--- config.mk ---
export PLATFORM = sky130hd
export DESIGN_NAME = sse_data_event_parser_core
export DESIGN_NICKNAME = d
export VERILOG_FILES = /design/src/rtl/core/sdep_pkg.sv /design/src/rtl/core/sse_data_event_parser_core.sv /design/src/rtl/core/sdep_parser.sv /design/src/rtl/core/sdep_emitter.sv
export SDC_FILE = /design/constraint.sdc
export NUM_CORES = 1
export LEC_CHECK = 0
export ABC_AREA = 1
export BUFFER_PORTS_ARGS = -buffer_cell sky130_fd_sc_hd__buf_2
export CAP_MARGIN = 25
export CORE_MARGIN = 4
export CORE_UTILIZATION = 40
export DETAILED_ROUTE_END_ITERATION = 6
export PLACE_DENSITY_LB_ADDON = 0.12
export SYNTH_ARGS = -nofsm -noshare
export SYNTH_HDL_FRONTEND = slang
export SYNTH_HIERARCHICAL = 1
export SYNTH_SLANG_ARGS = --single-unit
--- constraint.sdc ---
create_clock -name clock -period 2.8 [get_ports clock]
set_clock_uncertainty 0.2 [all_clocks]
set_input_delay 0.28 -clock clock [delete_from_list [all_inputs] [get_ports clock]]
set_output_delay 0.28 -clock clock [all_outputs]
set_load 0.1 [all_outputs]
--- src/rtl/core/sdep_pkg.sv ---
package sdep_pkg;

   localparam logic [7:0] CHAR_LF     = 8'h0A;
   localparam logic [7:0] CHAR_CR     = 8'h0D;
   localparam logic [7:0] CHAR_SPACE  = 8'h20;
   localparam logic [7:0] CHAR_NUL    = 8'h00;

   localparam int unsigned SENT_LEN   = 6;
   localparam int unsigned PREFIX_LEN = 5;

   localparam logic [2:0] SENT_FULL   = 3'(SENT_LEN);
   localparam logic [2:0] PREFIX_LAST = 3'(PREFIX_LEN - 1);

   // line phase codes
   localparam logic [2:0] PH_START  = 3'd0;
   localparam logic [2:0] PH_PREFIX = 3'd1;
   localparam logic [2:0] PH_FIRST  = 3'd2;
   localparam logic [2:0] PH_VALUE  = 3'd3;
   localparam logic [2:0] PH_SKIP   = 3'd4;

   // work for one input word: a run of held "[DONE]" characters, then at most one tail word
   typedef struct packed {
      logic [2:0] flush_count;
      logic       tail_valid;
      logic [7:0] tail_byte;
      logic       tail_byte_valid;
      logic       tail_event_end;
      logic       tail_stream_done;
   } job_type;

   function automatic logic [7:0] sentinel_char(input logic [2:0] idx);
      logic [7:0] c;
      unique case (idx)
         3'd0:    c = 8'h5B; // [
         3'd1:    c = 8'h44; // D
         3'd2:    c = 8'h4F; // O
         3'd3:    c = 8'h4E; // N
         3'd4:    c = 8'h45; // E
         3'd5:    c = 8'h5D; // ]
         default: c = CHAR_NUL;
      endcase
      return c;
   endfunction

   function automatic logic [7:0] prefix_char(input logic [2:0] idx);
      logic [7:0] c;
      unique case (idx)
         3'd0:    c = 8'h64; // d
         3'd1:    c = 8'h61; // a
         3'd2:    c = 8'h74; // t
         3'd3:    c = 8'h61; // a
         3'd4:    c = 8'h3A; // :
         default: c = CHAR_NUL;
      endcase
      return c;
   endfunction

endpackage

--- src/rtl/core/sse_data_event_parser_core.sv ---
// Channel   Ports                                         Direction
// req       req_valid, req_ready, req_byte_in             in  (one stream byte per word)
// rsp       rsp_valid, rsp_ready, rsp_data_byte,          out (data byte, event end or
//           rsp_byte_valid, rsp_event_end, rsp_stream_done     stream done marker)
//
// One byte per cycle while req_ready is high; words go through the job then the output register.
// A byte that releases held "[DONE]" prefix text gives up to seven words, one per
// cycle from the job register unless rsp stalls; req_ready stays low until its last word moves on.
// Synchronous active-high reset returns the parser to line start with no job queued.
// Stalls on rsp backpressure the job register and then req_ready.
module sse_data_event_parser_core (
   input  logic       clock,
   input  logic       reset,
   input  logic       req_valid,
   output logic       req_ready,
   input  logic [7:0] req_byte_in,
   output logic       rsp_valid,
   input  logic       rsp_ready,
   output logic [7:0] rsp_data_byte,
   output logic       rsp_byte_valid,
   output logic       rsp_event_end,
   output logic       rsp_stream_done
);
   import sdep_pkg::*;

   job_type job;
   logic    take;

   assign take = req_valid && req_ready;

   sdep_parser u_parser (
      .clock   (clock),
      .reset   (reset),
      .take    (take),
      .byte_in (req_byte_in),
      .job     (job)
   );

   sdep_emitter u_emitter (
      .clock           (clock),
      .reset           (reset),
      .req_valid       (req_valid),
      .req_ready       (req_ready),
      .job_new         (job),
      .rsp_valid       (rsp_valid),
      .rsp_ready       (rsp_ready),
      .rsp_data_byte   (rsp_data_byte),
      .rsp_byte_valid  (rsp_byte_valid),
      .rsp_event_end   (rsp_event_end),
      .rsp_stream_done (rsp_stream_done)
   );

endmodule

--- src/rtl/core/sdep_parser.sv ---
module sdep_parser (
   input  logic             clock,
   input  logic             reset,
   input  logic             take,
   input  logic [7:0]       byte_in,
   output sdep_pkg::job_type job
);
   import sdep_pkg::*;

   logic [2:0] phase_ff, phase_in;
   logic [2:0] pos_ff, pos_in;
   logic       last_cr_ff, last_cr_in;
   logic       has_data_ff, has_data_in;
   logic       sent_poss_ff, sent_poss_in;
   logic [2:0] held_ff, held_in;
   logic       finished_ff, finished_in;

   always_comb begin
      phase_in     = phase_ff;
      pos_in       = pos_ff;
      last_cr_in   = last_cr_ff;
      has_data_in  = has_data_ff;
      sent_poss_in = sent_poss_ff;
      held_in      = held_ff;
      finished_in  = finished_ff;

      job.flush_count      = 3'd0;
      job.tail_valid       = 1'b0;
      job.tail_byte        = CHAR_NUL;
      job.tail_byte_valid  = 1'b0;
      job.tail_event_end   = 1'b0;
      job.tail_stream_done = 1'b0;

      if (!finished_ff) begin
         last_cr_in = 1'b0;
         if (byte_in == CHAR_LF || byte_in == CHAR_CR) begin
            if (byte_in == CHAR_CR) begin
               last_cr_in = 1'b1;
            end
            // LF straight after CR is swallowed
            if (byte_in == CHAR_CR || !last_cr_ff) begin
               if (phase_ff == PH_START && has_data_ff) begin
                  if (sent_poss_ff && held_ff == SENT_FULL) begin
                     job.tail_valid       = 1'b1;
                     job.tail_stream_done = 1'b1;
                     finished_in          = 1'b1;
                  end else begin
                     job.flush_count    = held_ff;
                     job.tail_valid     = 1'b1;
                     job.tail_event_end = 1'b1;
                  end
                  held_in      = 3'd0;
                  has_data_in  = 1'b0;
                  sent_poss_in = 1'b1;
               end
               phase_in = PH_START;
               pos_in   = 3'd0;
            end
         end else begin
            unique case (phase_ff)
               PH_START, PH_PREFIX: begin
                  if (pos_ff <= PREFIX_LAST && byte_in == prefix_char(pos_ff)) begin
                     if (pos_ff == PREFIX_LAST) begin
                        if (has_data_ff) begin
                           // second data line: flush held text, join with newline
                           job.flush_count     = held_ff;
                           held_in             = 3'd0;
                           sent_poss_in        = 1'b0;
                           job.tail_valid      = 1'b1;
                           job.tail_byte       = CHAR_LF;
                           job.tail_byte_valid = 1'b1;
                        end
                        has_data_in = 1'b1;
                        pos_in      = 3'd0;
                        phase_in    = PH_FIRST;
                     end else begin
                        pos_in   = 3'(pos_ff + 3'd1);
                        phase_in = PH_PREFIX;
                     end
                  end else begin
                     pos_in   = 3'd0;
                     phase_in = PH_SKIP;
                  end
               end
               PH_FIRST, PH_VALUE: begin
                  phase_in = PH_VALUE;
                  if (phase_ff == PH_VALUE || byte_in != CHAR_SPACE) begin
                     if (sent_poss_ff && held_ff < SENT_FULL
                         && byte_in == sentinel_char(held_ff)) begin
                        held_in = 3'(held_ff + 3'd1);
                     end else begin
                        if (sent_poss_ff) begin
                           job.flush_count = held_ff;
                           held_in         = 3'd0;
                           sent_poss_in    = 1'b0;
                        end
                        job.tail_valid      = 1'b1;
                        job.tail_byte       = byte_in;
                        job.tail_byte_valid = 1'b1;
                     end
                  end
               end
               default: begin
               end
            endcase
         end
      end
   end

   always_ff @(posedge clock) begin
      if (reset) begin
         phase_ff     <= PH_START;
         pos_ff       <= 3'd0;
         last_cr_ff   <= 1'b0;
         has_data_ff  <= 1'b0;
         sent_poss_ff <= 1'b1;
         held_ff      <= 3'd0;
         finished_ff  <= 1'b0;
      end else if (take) begin
         phase_ff     <= phase_in;
         pos_ff       <= pos_in;
         last_cr_ff   <= last_cr_in;
         has_data_ff  <= has_data_in;
         sent_poss_ff <= sent_poss_in;
         held_ff      <= held_in;
         finished_ff  <= finished_in;
      end
   end

endmodule

--- src/rtl/core/sdep_emitter.sv ---
module sdep_emitter (
   input  logic              clock,
   input  logic              reset,
   input  logic              req_valid,
   output logic              req_ready,
   input  sdep_pkg::job_type job_new,
   output logic              rsp_valid,
   input  logic              rsp_ready,
   output logic [7:0]        rsp_data_byte,
   output logic              rsp_byte_valid,
   output logic              rsp_event_end,
   output logic              rsp_stream_done
);
   import sdep_pkg::*;

   job_type    job_ff;
   logic       job_valid_ff, job_valid_in;
   logic [2:0] flush_idx_ff, flush_idx_in;

   logic       rsp_valid_ff, rsp_valid_in;
   logic [7:0] data_ff, data_in;
   logic       bv_ff, bv_in;
   logic       end_ff, end_in;
   logic       done_ff, done_in;

   logic advance, emit, flushing, job_last, job_free, take, new_nonempty;

   assign advance      = !rsp_valid_ff || rsp_ready;
   assign emit         = job_valid_ff && advance;
   assign flushing     = flush_idx_ff != job_ff.flush_count;
   assign job_last     = flushing ? (3'(flush_idx_ff + 3'd1) == job_ff.flush_count
                                     && !job_ff.tail_valid)
                                  : 1'b1;
   assign job_free     = !job_valid_ff || (emit && job_last);
   assign take         = req_valid && job_free;
   assign new_nonempty = job_new.flush_count != 3'd0 || job_new.tail_valid;

   assign req_ready = job_free;

   always_comb begin
      rsp_valid_in = advance ? job_valid_ff : rsp_valid_ff;
      if (job_free) begin
         job_valid_in = take && new_nonempty;
         flush_idx_in = 3'd0;
      end else begin
         job_valid_in = job_valid_ff;
         flush_idx_in = emit ? 3'(flush_idx_ff + 3'd1) : flush_idx_ff;
      end
      if (flushing) begin
         data_in = sentinel_char(flush_idx_ff);
         bv_in   = 1'b1;
         end_in  = 1'b0;
         done_in = 1'b0;
      end else begin
         data_in = job_ff.tail_byte;
         bv_in   = job_ff.tail_byte_valid;
         end_in  = job_ff.tail_event_end;
         done_in = job_ff.tail_stream_done;
      end
   end

   always_ff @(posedge clock) begin
      if (reset) begin
         job_valid_ff <= 1'b0;
         flush_idx_ff <= 3'd0;
         rsp_valid_ff <= 1'b0;
      end else begin
         job_valid_ff <= job_valid_in;
         flush_idx_ff <= flush_idx_in;
         rsp_valid_ff <= rsp_valid_in;
      end
   end

   always_ff @(posedge clock) begin
      if (take) begin
         job_ff <= job_new;
      end
      if (emit) begin
         data_ff <= data_in;
         bv_ff   <= bv_in;
         end_ff  <= end_in;
         done_ff <= done_in;
      end
   end

   assign rsp_valid       = rsp_valid_ff;
   assign rsp_data_byte   = data_ff;
   assign rsp_byte_valid  = bv_ff;
   assign rsp_event_end   = end_ff;
   assign rsp_stream_done = done_ff;

endmodule

### After elaboration in Yosys (flattened, before gate mapping)

Index checks and enable logic that the tools add are counted.

| operators by class | value |
|---|---|
| $add $sub $neg | 3 |
| magnitude comparators | 2 |
| eq/ne operators | 33 |
| mux-type cells | 70 |
| bitwise operators | 4 |
| reductions and logical operators | 41 |

Operators by type and width:

| cell | number |
|---|---|
| 7-bit one-hot mux with 6 select lines | 2 |
| 13-bit 2-to-1 mux | 5 |
| 8-bit 2-to-1 mux | 8 |
| 3-bit 2-to-1 mux | 18 |
| 7-bit one-hot mux with 4 select lines | 1 |
| 13-bit one-hot mux with 2 select lines | 1 |
| 3-bit by 2-bit equality test with 1-bit output, second input constant | 8 |
| 1-bit 2-to-1 mux | 23 |
| 10-bit AND reduction | 2 |
| 3-bit equality test, second input constant | 6 |
| 8-bit by 4-bit equality test with 1-bit output, second input constant | 2 |
| 8-bit equality test | 2 |
| 15-bit 2-to-1 mux | 1 |
| 3-bit by 1-bit equality test with 1-bit output, second input constant | 4 |
| 3-bit zero test | 4 |
| 4-bit 2-to-1 mux | 3 |
| 3-bit by 1-bit inequality test with 1-bit output, second input constant | 4 |
| 3-bit one-hot mux with 2 select lines | 2 |
| 1-bit logical AND | 10 |
| 2-bit OR reduction | 5 |
| 3-bit by 1-bit adder with 3-bit output, second input constant | 3 |
| 9-bit 2-to-1 mux | 1 |
| 2-bit 2-to-1 mux | 4 |
| 8-bit by 6-bit inequality test with 1-bit output, second input constant | 1 |
| other kinds (17) | 33 |

| word-level totals | value |
|---|---|
| flip-flop bits (word level) | 44 |
| bits of input ports | 12 |
| logic and storage cells | 173 |

### Depth between registers and ports, before layout

Gate-level depths: netlist of run 1.

| logic depth | value |
|---|---|
| word-level depth | 16 |
| gate-level depth with buffers | 21 |
| mapped depth without buffers | 21 |

### Hierarchy

The synthesis of run 1 kept the hierarchy.

By module, submodules not included:

| module | instances | cells an instance | area an instance (sq um) |
|---|---|---|---|
| sdep_parser | 1 | 259 | 1552.7 |
| sdep_emitter | 1 | 117 | 1405.1 |
| sse_data_event_parser_core | 1 | 2 | 7.5 |

### Least setup slack after synthesis of run 1

No wires, ideal clock.

| timing path | value |
|---|---|
| path type | register to register |
| start | register u_emitter.rsp_valid_ff, in the netlist u_emitter/rsp_valid |
| end | register u_parser.pos_ff[0] |
| library setup time | 0.122 ns |
| arrival time | 3.135 ns |
| setup slack | -0.658 ns |
| stages on the path, launching flop included | 15 |
| period minus slack after synthesis | 3.458 ns |
| cells stage by stage | dfxtp_1 > nand2_1 > nand2_1 > inv_1 > nand2_4 > nand2_1 > nand2_1 > inv_1 > inv_1 > nor2_1 > nand2_1 > a21oi_1 > inv_1 > o21ai_0 > a21oi_1 |

| between the ends | value |
|---|---|
| cells in the longest elaborated chain, start to end | 7 |

RTL lines:

| element | RTL line | text |
|---|---|---|
| start, declared | sdep_emitter.sv:20 | `logic rsp_valid_ff, rsp_valid_in;` |
| start signal, assigned | sdep_emitter.sv:70 | `rsp_valid_ff <= rsp_valid_in;` |
| 1-bit zero test | sdep_emitter.sv:28 | `assign advance = !rsp_valid_ff \|\| rsp_ready;` |
| 1-bit logical OR | sdep_emitter.sv:28 |  |
| 1-bit logical AND | sdep_emitter.sv:29 | `assign emit = job_valid_ff && advance;` |
| named net u_emitter.emit | sdep_emitter.sv:26 | `logic advance, emit, flushing, job_last, job_free, take, new_nonempty;` |
| 1-bit logical AND | sdep_emitter.sv:34 | `assign job_free = !job_valid_ff \|\| (emit && job_last);` |
| 1-bit logical OR | sdep_emitter.sv:34 |  |
| named net req_ready | sse_data_event_parser_core.sv:15 | `output logic req_ready,` |
| 1-bit logical AND | sse_data_event_parser_core.sv:29 | `assign take = req_valid && req_ready;` |
| named net take | sse_data_event_parser_core.sv:27 | `logic take;` |
| 4-bit AND reduction (no source line) | -- |  |
| end signal, assigned | sdep_parser.sv:121 | `pos_ff <= pos_in;` |
| end, declared | sdep_parser.sv:11 | `logic [2:0] pos_ff, pos_in;` |

The timed path passes the listed nets, and every way through them passes these cells.
A chain may end at the register's enable or synchronous reset.

==> flow_summary_export.csv, run 1 <==
group,metric,value,unit
status,status,"finished, final reports clean",
synth,ys_warn_count,6,
clock_network,ctsHoldBuffers,0,
clock_network,clk_pin_slew,90,ps
floorplan,core_area,7214,sq um
worst_setup_path,cp.required,2810,ps
placed_design,place_hpwl,5.315,mm
floorplan,io_pins,25,
worst_setup_path,critPathCaptureType,"flop",
sta,hold_viol_final,0,
floorplan,initial_core_util,0.4110,
detailed_routing,vias,2445,
cells_and_area,final_area,3420,sq um
detailed_routing,post-route-drc-count,0,
detailed_routing,ant_nets,0,
global_route,grt_max_degree,16,
floorplan,die_w,94.10,um
synth,yosysSeqAreaShare,0.3848,
worst_setup_path,path_class,"flop to flop",
power,leakagePower,1.573,nW
clock_network,cts_sinks,44,
sta,min_period,2546,ps
clock_network,cts-root-buf,"clkbuf_8",
synth,synth-seq-cells,44,
detailed_routing,dr.first_iter.drc_count,102,
global_route,grt_pass1_vias,2306,
global_route,grt_pass1_wl,10.83,mm
synth,synth_nets,403,
sta,post-route-period-util,0.9092,
sta,setup_slack,254.3,ps
synth,syn_area_per_cell,7.845,sq um
global_route,grt_use_total,0.1571,
cells_and_area,n_antenna_cell,0,
sta,final-max-slew-violation-count,0,
placed_design,dpl_worst_slack,141.3,ps
sta,finalSetupViolations,0,
cells_and_area,syn2layout_area_growth,15.32,%
flow_run,cap_violations,0,
detailed_routing,postRouteWirelength,6.462,mm
clock_network,cts_buffers,5,
global_route,antenna_found_initial,0,
placed_design,port_buffers,24,
worst_setup_path,cp_max_fo,6,
power,combPwrFrac,0.127,
synth,ys_types,37,
clock_network,clk_latency,300,ps
floorplan,die_h,94.10,um
worst_setup_path,r2r_slack,250,ps
cells_and_area,final_nets,443,
placed_design,place_area,3268,sq um
worst_setup_path,cp_data_arrival_time,2550,ps
min_path,hold_class,"primary input to flop",
clock_network,cts_max_level,2,
power,p_int,1.017,mW
placed_design,place_inst,507,
clock_network,cts_buffer_depth,2,
detailed_routing,wl_per_cell,12.47,um
power,seqPwrFrac,0.517,
power,max-vdd-ir-drop,0.2152,mV
clock_network,cts_tree,"yes",
synth,syn_area,2965,sq um
cells_and_area,drive_above_1_share,0.2578,
power,switching_share,0.2600,
cells_and_area,stdcell_count,518,
cells_and_area,final_util,0.4740,
floorplan,rows,31,
power,p_clk_frac,0.356,
power,cellPowerDensity,401.8,nW/um^2
detailed_routing,via_per_inst,4.720,
synth,synth_cells,378,
sta,fmax,0.3928,GHz
sta,hold_ws,37.89,ps
placed_design,gp_congestion,0.8117,
floorplan,die_area,8855,sq um
power,p_sw,0.3573,mW
sta,maxSlewHeadroom,0.6605,
sta,tightest_slew,505.4,ps
detailed_routing,firstDrtPassIters,7,
worst_setup_path,worstSetupStartpointType,"flop",
global_route,grt-ovfl-total,0,
-- final timing paths --
check                        start                     end  cells after the start
max reg2reg    u_parser/held_ff[0]  u_emitter/job_valid_ff                     15
min reg2reg  u_parser/sent_poss_ff   u_parser/sent_poss_ff                      2
min                      rsp_ready     u_emitter/rsp_valid                      4
max            u_parser/held_ff[0]  u_emitter/job_valid_ff                     15
-- sequential cells by signal, summed over array words and instances, names as in the netlist --
name	count
u_emitter/rsp_byte_valid	1
u_emitter/job_ff	15
u_parser/finished_ff	1
u_parser/pos_ff	3
u_emitter/rsp_event_end	1
u_emitter/job_valid_ff	1
u_parser/last_cr_ff	1
u_parser/sent_poss_ff	1
u_emitter/rsp_valid	1
u_parser/has_data_ff	1
u_emitter/rsp_stream_done	1
u_parser/phase_ff	3
u_emitter/flush_idx_ff	3
u_parser/held_ff	3
u_emitter/rsp_data_byte	8
-- critical path, stage by stage (launching register included) --
cell and delay (ps):
dfxtp_2 380, inv_1 110, ha_1 270, nand2_4 110
nand2_1 60, nand2_1 60, nand2_1 50, nor2_1 110
nand3_2 130, o21bai_4 220, nand2_2 90, nand4_1 90
nand2_1 90, nor4_2 280, nand3b_1 150, nand2_2 50
-- final cells by class --
cell class / count / area, sq um
clock buffers: 5 / 68.82
inverters: 66 / 252.7
flip-flops and latches: 44 / 1145
fillers: 729 / 3795
repair buffers: 34 / 195.2
multi-input cells: 267 / 1592
clock inverters: 3 / 42.54
well taps: 99 / 123.9
-- synth_stat cells, drive strengths merged --
cell / count / area, sq um
nand4: 7 / 58.81
nor2: 47 / 259.0
nor4: 4 / 25.02
nand3: 34 / 230.2
inv: 65 / 249.0
clkinv: 1 / 3.750
nand2: 108 / 483.0
dfxtp: 18 / 360.4
xnor2: 3 / 41.29
a21oi: 21 / 112.6
nand3b: 1 / 7.510
xor2: 1 / 8.760
o21bai: 1 / 18.77
o21ai: 12 / 63.81
or2: 1 / 6.260
buf: 1 / 11.26
o211ai: 1 / 7.510
edfxtp: 26 / 780.8
ha: 13 / 162.7
nor3: 10 / 50.05
a21boi: 2 / 18.77
a31oi: 1 / 6.260
-- layout by cell type, fill, tap and decap left out, types with 5 or more instances in the layout --
cell and instances:
buf_2 24, edfxtp_1 26, o21ai_0 6, dfxtp_1 15, ha_1 13, nor2_2 8
inv_1 57, nand4_1 6, clkbuf_8 5, a21oi_1 18, nor2_1 33, nand3_1 27
nand2_1 84, inv_2 6, o21ai_1 5, buf_4 10, nor3_1 10, nand2_2 19
-- metal layers --
metal / up-vias / share of wire / global-route usage
met5: - / 0 / 0
met2: 49 / 0.48 / 0.2572
met3: 5 / 0.036 / 0.02965
met4: 0 / 0.011 / 0.04573
li1: 1296 / - / -
met1: 1095 / 0.48 / 0.2100
-- per-stage QoR --
stage,TNS [ps],power (mW)
6_report,0,1.374
3_3_place_gp,0,0.8970
4_1_cts,0,1.390
3_5_place_dp,0,0.8980
2_1_floorplan,0,0.8497
5_1_grt,-8.732,1.443
-- power groups by stage --
stage / registers, mW / clock network, mW / logic, mW
2_1_floorplan: 0.724 / 0 / 0.125
3_3_place_gp: 0.725 / 0 / 0.172
3_5_place_dp: 0.725 / 0 / 0.173
4_1_cts: 0.710 / 0.506 / 0.173
5_1_grt: 0.713 / 0.534 / 0.196
6_report: 0.710 / 0.489 / 0.175
-- logic make-up (layout without fill, tap and decap cells) --
kind of cell / count (synthesis) / in the layout / synth area share
flip-flops: 44 / 44 / 0.3848
adder cells (fa/ha/maj): 13 / 13 / 0.05485
XOR/XNOR: 4 / 4 / 0.01688
buffers and inverters: 67 / 108 / 0.08903
AND/OR/NAND/NOR: 212 / 212 / 0.3776
AO/OA/AOI/OAI: 38 / 38 / 0.07680
-- what timing repair did --
| item | 4_1_cts | 5_1_grt |
|---|---|---|
| setup endpoints to repair | 0 | 2 |
| endpoints found under the hold margin | 0 | 0 |
| setup buffers | 0 | 3 |
| resized for setup | 0 | 6 |
No activity file was read; power rests on OpenSTA's default activity.
==> run 2, diff against run 1 <==
--- a/config.mk
+++ b/config.mk
@@ -11,6 +11,7 @@
 export CORE_MARGIN = 4
 export CORE_UTILIZATION = 40
 export DETAILED_ROUTE_END_ITERATION = 6
+export GPL_TIMING_DRIVEN = 0
 export PLACE_DENSITY_LB_ADDON = 0.12
 export SYNTH_ARGS = -nofsm -noshare
 export SYNTH_HDL_FRONTEND = slang
==> run 2 against run 1 <==
Effect of this change: die area unchanged; first-iteration DRC count rose by 7.8%; clock power up 3%; global-route usage about the same; setup slack lost 48 ps; wire length is 0.87% lower; power grew 0.71%.
==> flow_summary_export.csv, run 2 (same netlist as run 1, synthesis figures left out) <==
group,metric,value,unit
global_route,grt_use_total,0.1569,
floorplan,die_h,94.10,um
floorplan,rows,31,
worst_setup_path,r2r-end,"u_emitter/job_valid_ff",
placed_design,gp_congestion,0.8057,
cells_and_area,syn2layout_area_growth,14.73,%
cells_and_area,layout_commonest_cell,"nand2_1",
power,seqPwrFrac,0.512,
worst_setup_path,critPathCaptureType,"flop",
placed_design,port_buffers,24,
sta,finalSetupTns,0,ps
clock_network,cts_max_level,2,
floorplan,core_area,7214,sq um
cells_and_area,regMostFlops,"u_emitter/job_ff",
min_path,holdPathEnd,"u_emitter/rsp_valid",
sta,rsz0062_at_grt,"true",
min_path,holdPathStages,4,
cells_and_area,final_util,0.4716,
power,cellPowerDensity,406.8,nW/um^2
status,status,"finished, final reports clean",
power,p_sw,0.3470,mW
power,max-vdd-ir-drop,0.1788,mV
clock_network,cts_buffers,5,
sta,post-route-period-util,0.9263,
sta,maxSlewHeadroom,0.4721,
clock_network,ctsHoldBuffers,0,
sta,final-max-slew-violation-count,0,
clock_network,cts_sinks,44,
detailed_routing,via_per_inst,4.759,
worst_setup_path,r2r_slack,210,ps
detailed_routing,vias,2432,
cells_and_area,drive_above_1_share,0.2500,
floorplan,initial_core_util,0.4110,
cells_and_area,fillers,739,
detailed_routing,dr.first_iter.drc_count,110,
placed_design,place_inst,501,
sta,min_period,2594,ps
floorplan,die_area,8855,sq um
global_route,antenna_found_initial,0,
worst_setup_path,reg2reg_from,"u_parser/held_ff[1]",
power,combPwrFrac,0.125,
detailed_routing,wl_per_cell,12.54,um
worst_setup_path,path_class,"flop to flop",
clock_network,clk_latency,300,ps
clock_network,cts_buffer_depth,2,
min_path,hp-start,"rsp_ready",
global_route,grt_pass1_vias,2324,
sta,fmax,0.3856,GHz
min_path,hold_class,"primary input to flop",
global_route,grt_max_degree,16,
sta,setup_slack,206.5,ps
detailed_routing,ant_nets,0,
cells_and_area,final_nets,436,
placed_design,place_hpwl,5.122,mm
worst_setup_path,cp_data_arrival_time,2590,ps
worst_setup_path,ff2ff_path_depth,16,
global_route,grt_pass1_wl,10.92,mm
power,switching_share,0.2508,
worst_setup_path,worstSetupStartpointType,"flop",
cells_and_area,n_antenna_cell,0,
detailed_routing,firstDrtPassIters,4,
global_route,grt-ovfl-total,0,
clock_network,clk_pin_slew,80,ps
floorplan,die_w,94.10,um
power,p_int,1.037,mW
clock_network,cts-root-buf,"clkbuf_8",
flow_run,cap_violations,0,
power,p_clk_frac,0.363,
floorplan,io_pins,25,
cells_and_area,largest_reg_flops,15,
worst_setup_path,cp.required,2800,ps
worst_setup_path,cp_max_fo,5,
cells_and_area,final_cell_mix,"83 x nand2_1, 56 x inv_1, 32 x nor2_1",
sta,hold_ws,46.47,ps
power,leakagePower,1.543,nW
clock_network,cts_tree,"yes",
cells_and_area,stdcell_count,511,
sta,tightest_slew,787.2,ps
sta,finalSetupViolations,0,
detailed_routing,post-route-drc-count,0,
detailed_routing,postRouteWirelength,6.406,mm
sta,hold_viol_final,0,
placed_design,dpl_worst_slack,-141.7,ps
run 2: cell count changes in the layout (fill, tap and decap cells not counted), sizes merged:
| cell | before | now |
|---|---|---|
| inv | 65 | 64 |
| buf | 34 | 27 |
| clkbuf | 5 | 6 |
run 2: how the worst max path moves through the flow:
stage / from / to / slack [ps]
CTS: u_emitter/flush_idx_ff[0] / u_parser/pos_ff[0] / 60
detailed placement: u_emitter/flush_idx_ff[1] / u_parser/pos_ff[0] / -140
global placement: u_emitter/flush_idx_ff[1] / u_parser/pos_ff[0] / -150
finish: u_parser/held_ff[1] / u_emitter/job_valid_ff / 210
global route: u_emitter/flush_idx_ff[0] / u_parser/held_ff[2] / -3
floorplan: u_emitter/flush_idx_ff[0] / u_parser/pos_ff[0] / 80
run 2: layout make-up:
type,instances,area (sq um),share of cell area
repair buffers,26,147.6,0.04340
clock buffers,6,82.58,0.02427
plain buffers,1,11.26,0.003310
clock inverters,2,33.78,0.009930
well taps,99,123.9,0.03641
multi-input cells,267,1595,0.4689
inverters,66,256.5,0.07540
flip-flops and latches,44,1151,0.3384
run 2: stage by stage:
step	power [mW]	cell area [sq um]
3_5_place_dp	0.8951	3227
3_3_place_gp	0.8937	3227
5_1_grt	1.462	3402
2_1_floorplan	0.8497	2983
4_1_cts	1.408	3352
6_report	1.384	3402
run 2: worst max-delay path, cell delays in order (launching register included):
cell	delay, ps
dfxtp_1	410
inv_1	120
ha_1	210
nand2_1	160
nand2_1	70
nand2_1	50
nand2_1	40
nor2_1	90
nand3_1	160
o21bai_4	230
buf_12	130
a21oi_2	60
inv_2	80
nand2_1	80
nor4_1	170
nand3b_1	160
nand2_2	50
run 2: routing by layer:
metal  vias to the layer above  wire length (um)  global-route usage
li1                       1286                 -                   -
met2                        41              2950              0.2519
met3                         6               197             0.02244
met5                         -                 0                   0
met4                         0                65             0.04813
met1                      1099              3193              0.2176
run 2: timing repair:
action                                 CTS  global route
setup endpoints to repair               10            11
pin swaps                                0             2
endpoints found under the hold margin    0             0
setup buffers                            0             2
resized for setup                        4             7
run 2: power by group through the flow:
| stage | clock network [mW] | registers (mW) | logic (mW) |
|---|---|---|---|
| 3_5_place_dp | 0 | 0.725 | 0.170 |
| 5_1_grt | 0.556 | 0.710 | 0.195 |
| 4_1_cts | 0.527 | 0.710 | 0.171 |
| 3_3_place_gp | 0 | 0.725 | 0.169 |
| 6_report | 0.503 | 0.708 | 0.173 |
| 2_1_floorplan | 0 | 0.724 | 0.125 |
==> run 3, diff against run 2 <==
--- a/config.mk
+++ b/config.mk
@@ -13,6 +13,7 @@
 export DETAILED_ROUTE_END_ITERATION = 6
 export GPL_TIMING_DRIVEN = 0
 export PLACE_DENSITY_LB_ADDON = 0.12
+export REMOVE_ABC_BUFFERS = 1
 export SYNTH_ARGS = -nofsm -noshare
 export SYNTH_HDL_FRONTEND = slang
 export SYNTH_HIERARCHICAL = 1
==> run 3 against run 2 <==
Effect of this change: wire length decreased by 1.7%; count of clock-buffer cells in the layout unchanged; global-route usage decreased by 0.39 points; via count decreased by 1.7%; die area unchanged; sequential cell count unchanged; sequential power is essentially flat; critical path depth down 1; power shrank 1.6%; sequential share of layout area is 0.30 points higher; fmax fell by 2.3%; non-clock buffer count grew 1.
==> flow_summary_export.csv, run 3 (same netlist as run 1, synthesis figures left out) <==
group,metric,value,unit
status,status,"finished, final reports clean",
detailed_routing,wl_per_cell,12.29,um
worst_setup_path,critical-path-top-delay-family,"simple AND/OR/NAND/NOR gates",
detailed_routing,ant_nets,0,
cells_and_area,drive_above_1_share,0.2470,
global_route,grt_max_degree,16,
detailed_routing,firstDrtPassIters,4,
detailed_routing,postRouteWirelength,6.294,mm
worst_setup_path,crit_top_cell,"nand2_1",
placed_design,port_buffers,24,
placed_design,place_inst,500,
min_path,holdPathStages,3,
worst_setup_path,cp_data_arrival_time,2650,ps
clock_network,clk_pin_slew,80,ps
detailed_routing,via_per_inst,4.670,
worst_setup_path,r2r_slack,150,ps
placed_design,place_area,3198,sq um
cells_and_area,final_util,0.4674,
power,power.total,1.362,mW
worst_setup_path,critPathCaptureType,"flop",
sta,tightest_slew,781.5,ps
placed_design,dpl_worst_slack,-174.4,ps
min_path,hold_class,"primary input to flop",
cells_and_area,syn2layout_area_growth,13.71,%
clock_network,cts_buffer_depth,2,
cells_and_area,final_cell_mix,"85 x nand2_1, 57 x inv_1, 31 x nor2_1",
cells_and_area,fillers,730,
clock_network,cts_buffers,5,
floorplan,die_w,94.10,um
placed_design,place_hpwl,5.149,mm
cells_and_area,layout_commonest_cell,"nand2_1",
worst_setup_path,critPathSlowestCell,"dfxtp_2",
cells_and_area,n_antenna_cell,0,
worst_setup_path,cp.required,2800,ps
cells_and_area,final_area,3372,sq um
sta,post-route-period-util,0.9480,
global_route,grt_pass1_wl,10.62,mm
clock_network,cts-root-buf,"clkbuf_8",
sta,hold_viol_final,0,
worst_setup_path,ff2ff_path_depth,15,
sta,setup_slack,145.7,ps
sta,maxSlewHeadroom,0.4759,
worst_setup_path,reg2reg_from,"u_parser/held_ff[0]",
global_route,grt_use_total,0.1530,
global_route,grt_pass1_vias,2216,
sta,finalSetupViolations,0,
sta,fmax,0.3767,GHz
detailed_routing,vias,2391,
worst_setup_path,worstSetupStartpointType,"flop",
placed_design,gp_congestion,0.8985,
worst_setup_path,r2r-end,"u_emitter/job_valid_ff",
power,cellPowerDensity,403.9,nW/um^2
clock_network,cts_max_level,2,
floorplan,die_h,94.10,um
clock_network,cts_tree,"yes",
detailed_routing,dr.first_iter.drc_count,145,
floorplan,io_pins,25,
floorplan,rows,31,
worst_setup_path,slowest_delay,380,ps
cells_and_area,regMostFlops,"u_emitter/job_ff",
sta,rsz0062_at_grt,"false",
worst_setup_path,path_cells,"inv_1 > ha_1 > nand2_4 > nand2_1 > nand2_1 > nand2_1 > nor2_1 > nand3_1 > o21bai_4 > nand2_2 > nand4_1 > nand2_1 > nor4_1 > nand3b_1 > nand2_2",
cells_and_area,stdcell_count,512,
clock_network,ctsHoldBuffers,0,
clock_network,clk_latency,300,ps
global_route,antenna_found_initial,0,
cells_and_area,largest_reg_flops,15,
power,max-vdd-ir-drop,0.1853,mV
cells_and_area,final_nets,437,
global_route,grt-ovfl-total,0,
min_path,hp-start,"req_valid",
floorplan,die_area,8855,sq um
worst_setup_path,worst-path-buf-inv,1,
floorplan,initial_core_util,0.4110,
flow_run,cap_violations,0,
sta,min_period,2654,ps
min_path,holdPathEnd,"u_emitter/job_valid_ff",
worst_setup_path,path_class,"flop to flop",
clock_network,cts_sinks,44,
sta,hold_ws,47.22,ps
floorplan,core_area,7214,sq um
sta,final-max-slew-violation-count,0,
detailed_routing,post-route-drc-count,0,
sta,finalSetupTns,0,ps
power,leakagePower,1.543,nW
worst_setup_path,cp_max_fo,6,
## run 3: final cells by class
cell class	count	area (sq um)	area share
flip-flops and latches	44	1151	0.3414
repair buffers	28	150.1	0.04453
well taps	99	123.9	0.03673
inverters	66	252.7	0.07495
multi-input cells	267	1587	0.4705
clock buffers	6	72.57	0.02152
clock inverters	2	35.03	0.01039
## run 3: tightest hold or removal path, delay by kind of cell
| family | cells | cell delay [ps] |
|---|---|---|
| simple gates | 2 | 140 |
| buf+inv | 1 | 90 |
## run 3: timing repair
action,in CTS,in global routing
gates resized for setup,3,9
buffers inserted,0,4
setup endpoints to repair,10,11
pin swaps,0,3
## run 3: worst max path at each step
stage,depth (start not counted),start,to
finish,15,u_parser/held_ff[0],u_emitter/job_valid_ff
global route,12,u_emitter/job_valid_ff,u_parser/phase_ff[0]
CTS,19,u_emitter/flush_idx_ff[1],u_parser/pos_ff[0]
detailed placement,19,u_emitter/flush_idx_ff[1],u_parser/pos_ff[0]
global placement,19,u_emitter/flush_idx_ff[1],u_parser/pos_ff[0]
floorplan,14,u_emitter/rsp_valid,u_parser/pos_ff[0]
## run 3: where the power goes
| group | total [mW] | switching (mW) | internal (mW) |
|---|---|---|---|
| Clock | 0.482 | 0.217 | 0.265 |
| Sequential | 0.708 | 0.0126 | 0.695 |
| Combinational | 0.172 | 0.118 | 0.0542 |
## run 3: per-layer routing
layer  vias to the layer above  GRT usage  wire (um)
li1                       1286          -          -
met1                      1051     0.2035       3010
met2                        47     0.2543       2951
met3                         7    0.02885        266
met4                         0    0.03971         66
met5                         -          0          0
